--- src/rtl/jst_pkg.sv ---
// Types, codes and keyword tables for the JSON syntax tokenizer.
package jst_pkg;

  localparam int MAX_DEPTH = 32;
  localparam int DEPTH_W   = $clog2(MAX_DEPTH + 1);
  localparam int ADDR_W    = $clog2(MAX_DEPTH);

  localparam logic [3:0] ROLE_WS        = 4'd0;
  localparam logic [3:0] ROLE_OPEN_OBJ  = 4'd1;
  localparam logic [3:0] ROLE_CLOSE_OBJ = 4'd2;
  localparam logic [3:0] ROLE_OPEN_ARR  = 4'd3;
  localparam logic [3:0] ROLE_CLOSE_ARR = 4'd4;
  localparam logic [3:0] ROLE_COLON     = 4'd5;
  localparam logic [3:0] ROLE_COMMA     = 4'd6;
  localparam logic [3:0] ROLE_QUOTE     = 4'd7;
  localparam logic [3:0] ROLE_STRING    = 4'd8;
  localparam logic [3:0] ROLE_NUMBER    = 4'd9;
  localparam logic [3:0] ROLE_KEYWORD   = 4'd10;
  localparam logic [3:0] ROLE_IGNORED   = 4'd11;

  localparam logic [2:0] FC_UNEXPECTED   = 3'd0;
  localparam logic [2:0] FC_KEY          = 3'd1;
  localparam logic [2:0] FC_COLON        = 3'd2;
  localparam logic [2:0] FC_COMMA_BRACE  = 3'd3;
  localparam logic [2:0] FC_COMMA_BRACK  = 3'd4;
  localparam logic [2:0] FC_UNTERMINATED = 3'd5;
  localparam logic [2:0] FC_KEYWORD      = 3'd6;
  localparam logic [2:0] FC_TOO_DEEP     = 3'd7;

  localparam logic [1:0] ST_BUSY     = 2'd0;
  localparam logic [1:0] ST_ACCEPTED = 2'd1;
  localparam logic [1:0] ST_FAILED   = 2'd2;

  localparam logic [5:0] DEPTH_LIMIT_RESET = 6'd32;

  typedef enum logic [12:0] {
    PH_TOP       = 13'h0001,
    PH_VALUE     = 13'h0002,
    PH_ARR_FIRST = 13'h0004,
    PH_OBJ_FIRST = 13'h0008,
    PH_KEY       = 13'h0010,
    PH_COLON     = 13'h0020,
    PH_AFTER     = 13'h0040,
    PH_STRING    = 13'h0080,
    PH_ESCAPE    = 13'h0100,
    PH_NUMBER    = 13'h0200,
    PH_KEYWORD   = 13'h0400,
    PH_DONE      = 13'h0800,
    PH_FAILED    = 13'h1000
  } phase_t;

  typedef struct packed {
    logic [31:0] fault_position;
    logic [2:0]  fault_code;
    logic [1:0]  parse_status;
    logic [5:0]  nesting_depth;
    logic        in_key;
    logic [3:0]  byte_role;
  } res_t;

  // kind 0 true, 1 false, 2 null
  function automatic logic [7:0] kw_char(input logic [1:0] kind, input logic [2:0] idx);
    logic [7:0] ch;
    ch = 8'h00;
    case (kind)
      2'd1: begin
        case (idx)
          3'd0: ch = "f";
          3'd1: ch = "a";
          3'd2: ch = "l";
          3'd3: ch = "s";
          3'd4: ch = "e";
          default: ch = 8'h00;
        endcase
      end
      2'd2: begin
        case (idx)
          3'd0: ch = "n";
          3'd1: ch = "u";
          3'd2: ch = "l";
          3'd3: ch = "l";
          default: ch = 8'h00;
        endcase
      end
      default: begin
        case (idx)
          3'd0: ch = "t";
          3'd1: ch = "r";
          3'd2: ch = "u";
          3'd3: ch = "e";
          default: ch = 8'h00;
        endcase
      end
    endcase
    return ch;
  endfunction

  function automatic logic [2:0] kw_len(input logic [1:0] kind);
    return (kind == 2'd1) ? 3'd5 : 3'd4;
  endfunction

endpackage

--- src/rtl/json_syntax_tokenizer_top.sv ---
// JSON syntax tokenizer: tags each document byte and tracks container nesting.
// One request per clock while the output buffer has room: every byte or end
// request yields exactly one result, registered when it is taken. The container
// stack lives in a 32 x 1 synchronous-read memory; the innermost kind sits in a
// register and the entry below it is read ahead every cycle, so a close followed
// at once by another close sees the right kind. A two-entry output buffer lets
// input keep flowing for one result while the output side stalls. No clearing
// pass after reset. depth_limit may be written only while idle.
module json_syntax_tokenizer_top (
  input  logic        clk,
  input  logic        rst,
  input  logic        cfg_wr_en,
  input  logic [5:0]  cfg_wr_data,   // depth_limit
  input  logic        s_tvalid,
  output logic        s_tready,
  input  logic [7:0]  s_tdata,       // data_byte
  input  logic        s_tuser,       // action
  output logic        m_tvalid,
  input  logic        m_tready,
  output logic [47:0] m_tdata        // byte_role, in_key, nesting_depth, parse_status,
                                     // fault_code, fault_position
);

  localparam int DW = jst_pkg::DEPTH_W;
  localparam int AW = jst_pkg::ADDR_W;

  logic [5:0]             depth_limit;
  jst_pkg::phase_t        phase, phase_next;
  logic [1:0]             num_phase, num_phase_next;
  logic [1:0]             kw_kind, kw_kind_next;
  logic [2:0]             kw_idx, kw_idx_next;
  logic                   str_key, str_key_next;
  logic [DW-1:0]          count, count_next;
  logic                   top_arr, top_arr_next;
  logic                   below_top;
  logic [31:0]            offset;
  logic [31:0]            kw_start, kw_start_next;
  logic [2:0]             fault_code, fault_code_next;
  logic [31:0]            fault_pos, fault_pos_next;

  logic                   stack_mem [jst_pkg::MAX_DEPTH];
  logic [AW-1:0]          rd_addr;
  logic [DW-1:0]          count_eff;

  logic [7:0]             c;
  logic                   is_end, ws, dig, is_e;
  logic                   in_fire, out_fire;
  logic [3:0]             role;
  logic                   do_start, do_key, close_ok, do_after, do_pop, do_push, push_arr;
  logic                   do_fail;
  logic [2:0]             fail_code;
  logic [31:0]            fail_pos;
  logic                   takes;
  logic [31:0]            lim;
  logic [2:0]             ki;
  logic [2:0]             ki_inc;
  jst_pkg::res_t          res;

  jst_pkg::res_t          out_data, skid_data;
  logic                   out_valid, skid_valid;

  assign c       = s_tdata;
  assign is_end  = s_tuser || (c == 8'h00);
  assign ws      = c inside {8'h20, [8'h09:8'h0D]};
  assign dig     = c inside {["0":"9"]};
  assign is_e    = c inside {"e", "E"};
  assign s_tready = !skid_valid;
  assign in_fire  = s_tvalid && s_tready;
  assign out_fire = m_tvalid && m_tready;
  assign lim = (32'(depth_limit) > 32'(jst_pkg::MAX_DEPTH)) ? 32'(jst_pkg::MAX_DEPTH)
                                                            : 32'(depth_limit);
  assign ki     = (kw_idx > 3'd4) ? 3'd4 : kw_idx;
  assign ki_inc = ki + 3'd1;

  always_comb begin
    phase_next      = phase;
    num_phase_next  = num_phase;
    kw_kind_next    = kw_kind;
    kw_idx_next     = kw_idx;
    str_key_next    = str_key;
    count_next      = count;
    top_arr_next    = top_arr;
    kw_start_next   = kw_start;
    fault_code_next = fault_code;
    fault_pos_next  = fault_pos;
    role      = jst_pkg::ROLE_IGNORED;
    do_start  = 1'b0;
    do_key    = 1'b0;
    close_ok  = 1'b0;
    do_after  = 1'b0;
    do_pop    = 1'b0;
    do_push   = 1'b0;
    push_arr  = 1'b0;
    do_fail   = 1'b0;
    fail_code = jst_pkg::FC_UNEXPECTED;
    fail_pos  = offset;
    takes     = 1'b0;

    case (phase)
      jst_pkg::PH_TOP, jst_pkg::PH_VALUE: begin
        do_start = 1'b1;
      end
      jst_pkg::PH_ARR_FIRST: begin
        if (!is_end && c == "]") begin
          do_pop = 1'b1;
          role   = jst_pkg::ROLE_CLOSE_ARR;
        end else begin
          do_start = 1'b1;
        end
      end
      jst_pkg::PH_OBJ_FIRST: begin
        do_key   = 1'b1;
        close_ok = 1'b1;
      end
      jst_pkg::PH_KEY: begin
        do_key = 1'b1;
      end
      jst_pkg::PH_COLON: begin
        if (is_end) begin
          do_fail = 1'b1; fail_code = jst_pkg::FC_COLON;
        end else if (ws) begin
          role = jst_pkg::ROLE_WS;
        end else if (c == ":") begin
          phase_next = jst_pkg::PH_VALUE;
          role = jst_pkg::ROLE_COLON;
        end else begin
          do_fail = 1'b1; fail_code = jst_pkg::FC_COLON;
        end
      end
      jst_pkg::PH_AFTER: begin
        do_after = 1'b1;
      end
      jst_pkg::PH_STRING: begin
        if (is_end) begin
          do_fail = 1'b1; fail_code = jst_pkg::FC_UNTERMINATED;
        end else if (c == "\"") begin
          role = jst_pkg::ROLE_QUOTE;
          if (str_key) phase_next = jst_pkg::PH_COLON;
          else phase_next = (count == '0) ? jst_pkg::PH_DONE : jst_pkg::PH_AFTER;
        end else begin
          role = jst_pkg::ROLE_STRING;
          if (c == "\\") phase_next = jst_pkg::PH_ESCAPE;
        end
      end
      jst_pkg::PH_ESCAPE: begin
        if (is_end) begin
          do_fail = 1'b1; fail_code = jst_pkg::FC_UNTERMINATED;
        end else begin
          phase_next = jst_pkg::PH_STRING;
          role = jst_pkg::ROLE_STRING;
        end
      end
      jst_pkg::PH_NUMBER: begin
        case (num_phase)
          2'd0: begin
            if (dig) takes = 1'b1;
            else if (c == ".") begin takes = 1'b1; num_phase_next = 2'd1; end
            else if (is_e) begin takes = 1'b1; num_phase_next = 2'd2; end
          end
          2'd1: begin
            if (dig) takes = 1'b1;
            else if (is_e) begin takes = 1'b1; num_phase_next = 2'd2; end
          end
          2'd2: begin
            if (dig || c == "+" || c == "-") begin takes = 1'b1; num_phase_next = 2'd3; end
          end
          default: takes = dig;
        endcase
        if (is_end || !takes) num_phase_next = num_phase;
        if (!is_end && takes) begin
          role = jst_pkg::ROLE_NUMBER;
        end else if (count == '0) begin
          phase_next = jst_pkg::PH_DONE;
        end else begin
          do_after = 1'b1;
        end
      end
      jst_pkg::PH_KEYWORD: begin
        if (is_end || c != jst_pkg::kw_char(kw_kind, ki)) begin
          do_fail   = 1'b1;
          fail_code = jst_pkg::FC_KEYWORD;
          fail_pos  = kw_start;
        end else begin
          role        = jst_pkg::ROLE_KEYWORD;
          kw_idx_next = ki_inc;
          if (ki_inc >= jst_pkg::kw_len(kw_kind))
            phase_next = (count == '0) ? jst_pkg::PH_DONE : jst_pkg::PH_AFTER;
        end
      end
      default: role = jst_pkg::ROLE_IGNORED;
    endcase

    if (do_start) begin
      if (is_end) begin
        do_fail = 1'b1;
      end else if (ws) begin
        role = jst_pkg::ROLE_WS;
      end else if (c == "{" || c == "[") begin
        if (32'(count) >= lim) begin
          do_fail = 1'b1; fail_code = jst_pkg::FC_TOO_DEEP;
        end else begin
          do_push  = 1'b1;
          push_arr = (c == "[");
        end
      end else if (c == "\"") begin
        str_key_next = 1'b0;
        phase_next   = jst_pkg::PH_STRING;
        role         = jst_pkg::ROLE_QUOTE;
      end else if (c == "-" || dig) begin
        num_phase_next = 2'd0;
        phase_next     = jst_pkg::PH_NUMBER;
        role           = jst_pkg::ROLE_NUMBER;
      end else if (c == "t" || c == "f" || c == "n") begin
        kw_kind_next  = (c == "t") ? 2'd0 : (c == "f") ? 2'd1 : 2'd2;
        kw_idx_next   = 3'd1;
        kw_start_next = offset;
        phase_next    = jst_pkg::PH_KEYWORD;
        role          = jst_pkg::ROLE_KEYWORD;
      end else begin
        do_fail = 1'b1;
      end
    end

    if (do_key) begin
      if (is_end) begin
        do_fail = 1'b1; fail_code = jst_pkg::FC_KEY;
      end else if (ws) begin
        role = jst_pkg::ROLE_WS;
      end else if (close_ok && c == "}") begin
        do_pop = 1'b1;
        role   = jst_pkg::ROLE_CLOSE_OBJ;
      end else if (c == "\"") begin
        str_key_next = 1'b1;
        phase_next   = jst_pkg::PH_STRING;
        role         = jst_pkg::ROLE_QUOTE;
      end else begin
        do_fail = 1'b1; fail_code = jst_pkg::FC_KEY;
      end
    end

    if (do_after) begin
      phase_next = jst_pkg::PH_AFTER;
      if (!is_end && ws) begin
        role = jst_pkg::ROLE_WS;
      end else if (top_arr) begin
        if (!is_end && c == "]") begin
          do_pop = 1'b1; role = jst_pkg::ROLE_CLOSE_ARR;
        end else if (!is_end && c == ",") begin
          phase_next = jst_pkg::PH_VALUE; role = jst_pkg::ROLE_COMMA;
        end else begin
          do_fail = 1'b1; fail_code = jst_pkg::FC_COMMA_BRACK;
        end
      end else begin
        if (!is_end && c == "}") begin
          do_pop = 1'b1; role = jst_pkg::ROLE_CLOSE_OBJ;
        end else if (!is_end && c == ",") begin
          phase_next = jst_pkg::PH_KEY; role = jst_pkg::ROLE_COMMA;
        end else begin
          do_fail = 1'b1; fail_code = jst_pkg::FC_COMMA_BRACE;
        end
      end
    end

    if (do_push) begin
      count_next   = count + DW'(1);
      top_arr_next = push_arr;
      phase_next   = push_arr ? jst_pkg::PH_ARR_FIRST : jst_pkg::PH_OBJ_FIRST;
      role         = push_arr ? jst_pkg::ROLE_OPEN_ARR : jst_pkg::ROLE_OPEN_OBJ;
    end

    if (do_pop) begin
      count_next   = count - DW'(1);
      top_arr_next = below_top;
      phase_next   = (count == DW'(1)) ? jst_pkg::PH_DONE : jst_pkg::PH_AFTER;
    end

    if (do_fail) begin
      phase_next      = jst_pkg::PH_FAILED;
      fault_code_next = fail_code;
      fault_pos_next  = fail_pos;
      role            = jst_pkg::ROLE_IGNORED;
    end
  end

  always_comb begin
    res.byte_role      = role;
    res.in_key         = (role == jst_pkg::ROLE_QUOTE || role == jst_pkg::ROLE_STRING)
                         && str_key_next;
    res.nesting_depth  = 6'(count_next);
    res.parse_status   = (phase_next == jst_pkg::PH_FAILED) ? jst_pkg::ST_FAILED :
                         (phase_next == jst_pkg::PH_DONE)   ? jst_pkg::ST_ACCEPTED :
                                                              jst_pkg::ST_BUSY;
    res.fault_code     = (phase_next == jst_pkg::PH_FAILED) ? fault_code_next : 3'd0;
    res.fault_position = (phase_next == jst_pkg::PH_FAILED) ? fault_pos_next : 32'd0;
  end

  // Read ahead the entry below the new top; a push writes one above it,
  // so read and write never hit the same entry.
  assign count_eff = in_fire ? count_next : count;
  assign rd_addr   = AW'(count_eff - DW'(2));

  always_ff @(posedge clk) begin
    if (in_fire && do_push) stack_mem[count[AW-1:0]] <= push_arr;
    below_top <= stack_mem[rd_addr];
  end

  always_ff @(posedge clk) begin
    if (rst) begin
      depth_limit <= jst_pkg::DEPTH_LIMIT_RESET;
      phase       <= jst_pkg::PH_TOP;
      num_phase   <= 2'd0;
      kw_kind     <= 2'd0;
      kw_idx      <= 3'd0;
      str_key     <= 1'b0;
      count       <= '0;
      top_arr     <= 1'b0;
      offset      <= 32'd0;
      kw_start    <= 32'd0;
      fault_code  <= 3'd0;
      fault_pos   <= 32'd0;
    end else begin
      if (cfg_wr_en) depth_limit <= cfg_wr_data;
      if (in_fire) begin
        phase      <= phase_next;
        num_phase  <= num_phase_next;
        kw_kind    <= kw_kind_next;
        kw_idx     <= kw_idx_next;
        str_key    <= str_key_next;
        count      <= count_next;
        top_arr    <= top_arr_next;
        kw_start   <= kw_start_next;
        fault_code <= fault_code_next;
        fault_pos  <= fault_pos_next;
        if (!is_end && offset != 32'hFFFF_FFFF) offset <= offset + 32'd1;
      end
    end
  end

  always_ff @(posedge clk) begin
    if (rst) begin
      out_valid  <= 1'b0;
      skid_valid <= 1'b0;
    end else if (in_fire) begin
      if (!out_valid || out_fire) begin
        out_valid <= 1'b1;
      end else begin
        skid_valid <= 1'b1;
      end
    end else if (out_fire) begin
      if (skid_valid) skid_valid <= 1'b0;
      else out_valid <= 1'b0;
    end
  end

  always_ff @(posedge clk) begin
    if (in_fire) begin
      if (!out_valid || out_fire) out_data <= res;
      else skid_data <= res;
    end else if (out_fire && skid_valid) begin
      out_data <= skid_data;
    end
  end

  assign m_tvalid = out_valid;
  assign m_tdata  = out_data;

endmodule

--- config.mk ---
export PLATFORM = sky130hd
export DESIGN_NAME = json_syntax_tokenizer_top
export DESIGN_NICKNAME = d
export VERILOG_FILES = /design/src/rtl/jst_pkg.sv /design/src/rtl/json_syntax_tokenizer_top.sv
export SDC_FILE = /design/constraint.sdc
export NUM_CORES = 1
export LEC_CHECK = 0
export BUFFER_PORTS_ARGS = -buffer_cell sky130_fd_sc_hd__buf_2
export CORE_ASPECT_RATIO = 0.75
export CORE_MARGIN = 2
export CORE_UTILIZATION = 52
export DETAILED_ROUTE_END_ITERATION = 16
export GPL_TIMING_DRIVEN = 1
export MAX_ROUTING_LAYER = met4
export PLACE_DENSITY = 0.72
export SETUP_SLACK_MARGIN = 0.1
export SLEW_MARGIN = 15
export SYNTH_ARGS = -nofsm -noshare
export SYNTH_HDL_FRONTEND = slang
export SYNTH_SLANG_ARGS = --single-unit
export TNS_END_PERCENT = 20
--- constraint.sdc ---
create_clock -name clk -period 5.13 [get_ports clk]
set_input_delay 0.7695 -clock clk [delete_from_list [all_inputs] [get_ports clk]]
set_output_delay 0.7695 -clock clk [all_outputs]
set_load 0.02 [all_outputs]
==> out/metrics.csv <==
stage;metric;value;unit
status;status;complete, no violations;
power_and_ir_drop;ir_worst_vdd;0.290;mV
critical_path;reg2reg_from;kw_idx[2];
critical_path;worstPathArrival;4.86;ns
die;start_util;53.4;%
timing;tightest_slew;0.954;ns
worst_hold_path;hold_path.class;input pin to flop;
global_route;grt_pass1_vias;10700;
clock_tree;cts_buffers;27;
global_route;grt_pass1_wl;60000;um
synth;ys_seq_area_share;46.9;%
synth;yosysWarnings;0;
synth;synthArstFlopShare;0;%
cells_and_area;final_cell_area;15600;sq um
critical_path;start_kind;flop;
timing;finalHoldViolCount;0;
routing;dr.pass1.iters;5;
global_route;grt_max_degree;80;
placed_design;gp_congestion;1.03;
synth;yosysMostFrequentCell;nand2_1;
die;die_y;146;um
synth;synth_area_leader_cell;edfxtp_1;
timing;fin_setup_tns;0;ns
die;row_count;51;
routing;vias;11800;
routing;final_antenna_net_count;0;
timing;setup_viol;0;
power_and_ir_drop;p_per_area;316;nW/um^2
placed_design;io_buffers;69;
critical_path;cp.required;5.39;ns
placed_design;place_inst;1896;
synth;ys.flop_type;dfxtp_1;
synth;yosys.area.top_type_share;27.5;%
cells_and_area;antenna_cells;0;
global_route;antenna_found_initial;0;
clock_tree;post_cts_resized;0;
clock_tree;clk_latency;0.55;ns
synth;ys_ff_latch;264;
routing;drc;0;
clock_tree;path_clk_slew;0.06;ns
synth;syn_area;14000;sq um
clock_tree;clock-sinks;264;
clock_tree;hold_buffers;0;
die;ios;70;
critical_path;reg2reg_to;m_tdata[41];
timing;fin_skew;0.0165;ns
global_route;grt_overflow_total;0;
synth;synthTopCellsByArea;edfxtp_1, dfxtp_1, nand2_1, nor2_1, mux2i_1;
timing;final-max-slew-violation-count;0;
placed_design;placed_area;14700;sq um
timing;holdWs;0.421;ns
global_route;track_usage;27.0;%
timing;fin_crit_sh;89.7;%
timing;period_minus_slack;4.60;ns
die;core_area;26200;sq um
critical_path;regToRegSetupSlack;0.53;ns
critical_path;rr_worst_depth;16;
power_and_ir_drop;p_leak;0.00587;uW
clock_tree;postCtsSetupRepairBufs;0;
timing;rsz0062_at_grt;no;
clock_tree;cts_root_buf;clkbuf_16;
synth;synthTopCellsByCount;nand2_1, nor2_1, dfxtp_1;
routing;routedWlPerCell;19.4;um
die;die_area;28300;sq um
timing;clock.fmax;217;MHz
critical_path;crit_start;kw_idx[2];
clock_tree;cts.htree.levels;1;
synth;synthesis.nets;1581;
placed_design;dpl.hpwl;26400;um
cells_and_area;final_util;59.5;%
critical_path;critical_path_class;flop to flop;
cells_and_area;final_nets;1622;
critical_path;endpoint;m_tdata[41];
cells_and_area;drive_above_1_share;13.7;%
synth;synth-edff-count;128;
timing;max-slew-margin-rel;36.4;%
synth;synth.distinct_cells;98;
clock_tree;clockBufferDepth;3;
synth;syn_area_per_cell;9.08;sq um
critical_path;cp_max_fo;72;
routing;viasPerCell;6.08;
routing;wirelength;37900;um
run;drv_cap;0;
cells_and_area;fin_cells;1947;
critical_path;worstSetupEndpointType;flop;
synth;postSynthCellCount;1541;
clock_tree;cts_tree;done;
cells_and_area;syn_to_final_growth;11.4;%
routing;drt_iter0_drc;1179;
die;die_w;193;um
-- logic make-up after synthesis --
kind of cell / Yosys count / share of synthesized area, %
and+or+nand+nor: 675 / 22.5
xor gates and xnor gates: 45 / 2.95
adders and majority gates: 20 / 1.79
DFF: 264 / 46.9
muxes: 54 / 4.16
AOI/OAI and AO/OA: 357 / 18.0
buffers and inverters: 126 / 3.71
-- power breakdown --
group / switching [uW] / leakage, uW / internal [uW]
logic: 485 / 0.00306 / 202
registers: 39.2 / 0.00240 / 2310
clock network: 839 / 0.000420 / 1050
-- area by class of cell --
class,instances,area [sq um]
inverters,33,124
well taps,344,430
clock buffers,39,771
repair buffers,105,663
fillers,2245,10600
multi-input cells,1151,6960
flip-flops and latches,264,6570
clock inverters,11,80.1
-- layer usage --
| metal | global-route usage, % | wire length (um) | vias up |
|---|---|---|---|
| met5 | - | 0 | - |
| met2 | 36.4 | 15300 | 501 |
| met4 | 5.00 | 705 | 0 |
| met1 | 42.0 | 18500 | 5638 |
| li1 | - | - | 5629 |
| met3 | 4.99 | 3350 | 63 |
-- sequential cells by signal, indices dropped and copies added (netlist names), 6 cells and up --
| signal | flops |
|---|---|
| count | 6 |
| depth_limit | 6 |
| fault_pos | 32 |
| kw_start | 32 |
| m_tdata | 48 |
| offset | 32 |
| phase | 13 |
| skid_data | 48 |
| stack_mem | 32 |
-- placed cells by master (no fill, tap or decap), types with 6 or more instances in the layout --
| master | netlist | routed |
|---|---|---|
| nor4b_1 | 6 | 6 |
| and2_1 | 6 | 6 |
| nand3_1 | 22 | 22 |
| mux2i_1 | 47 | 47 |
| clkbuf_1 | 67 | 7 |
| o21a_1 | 36 | 36 |
| edfxtp_1 | 128 | 128 |
| xor2_1 | 22 | 22 |
| nor3_1 | 24 | 23 |
| o31ai_2 | 21 | 21 |
| o31ai_1 | 25 | 25 |
| nor4_1 | 15 | 14 |
| inv_1 | 32 | 32 |
| clkbuf_16 | 0 | 27 |
| or4_1 | 6 | 6 |
| buf_2 | 16 | 68 |
| a31oi_1 | 9 | 9 |
| a21o_1 | 7 | 7 |
| and3_1 | 10 | 9 |
| nor3b_1 | 7 | 7 |
| ha_1 | 20 | 20 |
| o211ai_1 | 11 | 11 |
| buf_4 | 2 | 34 |
| xnor2_1 | 22 | 22 |
| nand2b_1 | 10 | 10 |
| nor2_1 | 204 | 204 |
| or3_1 | 19 | 19 |
| nand3b_1 | 6 | 6 |
| a211oi_1 | 19 | 19 |
| o21ai_0 | 75 | 75 |
| nor2b_1 | 17 | 16 |
| nand2_1 | 271 | 270 |
| a21oi_1 | 85 | 84 |
| dfxtp_1 | 136 | 136 |
| nand4_1 | 18 | 18 |
-- critical path: stages, from the launching register on --
cell and delay, ns:
dfxtp_1 0.52, inv_1 0.16, nand2_1 0.14, inv_1 0.10, ha_1 0.22, ha_1 0.20, nand2_1 0.07, a21oi_1 0.06
or3_1 0.37, a211oi_1 0.49, a31o_2 0.35, nand2_1 0.14, nor3b_1 0.62, nand3_1 0.22, nand3_2 0.13, buf_12 0.30
o31ai_1 0.14
-- metrics by stage --
step,setup slack (ns),total power (uW)
finish,0.530,4920
global route,0.163,5130
CTS,0.616,4950
detailed placement,0.621,3070
global placement,0.728,3050
floorplan,0.344,2860
-- how the worst min path moves through the flow --
stage / endpoint / start / slack, ns / cells past startpoint
2_1_floorplan: kw_start[8] / kw_start[8] / 0.43 / 2
3_3_place_gp: kw_start[29] / kw_start[29] / 0.44 / 2
3_5_place_dp: kw_start[22] / kw_start[22] / 0.44 / 2
4_1_cts: skid_valid / m_tready / 0.40 / 2
5_1_grt: skid_valid / m_tready / 0.41 / 2
6_report: skid_valid / m_tready / 0.42 / 2
(Power assumes the default switching activity.)
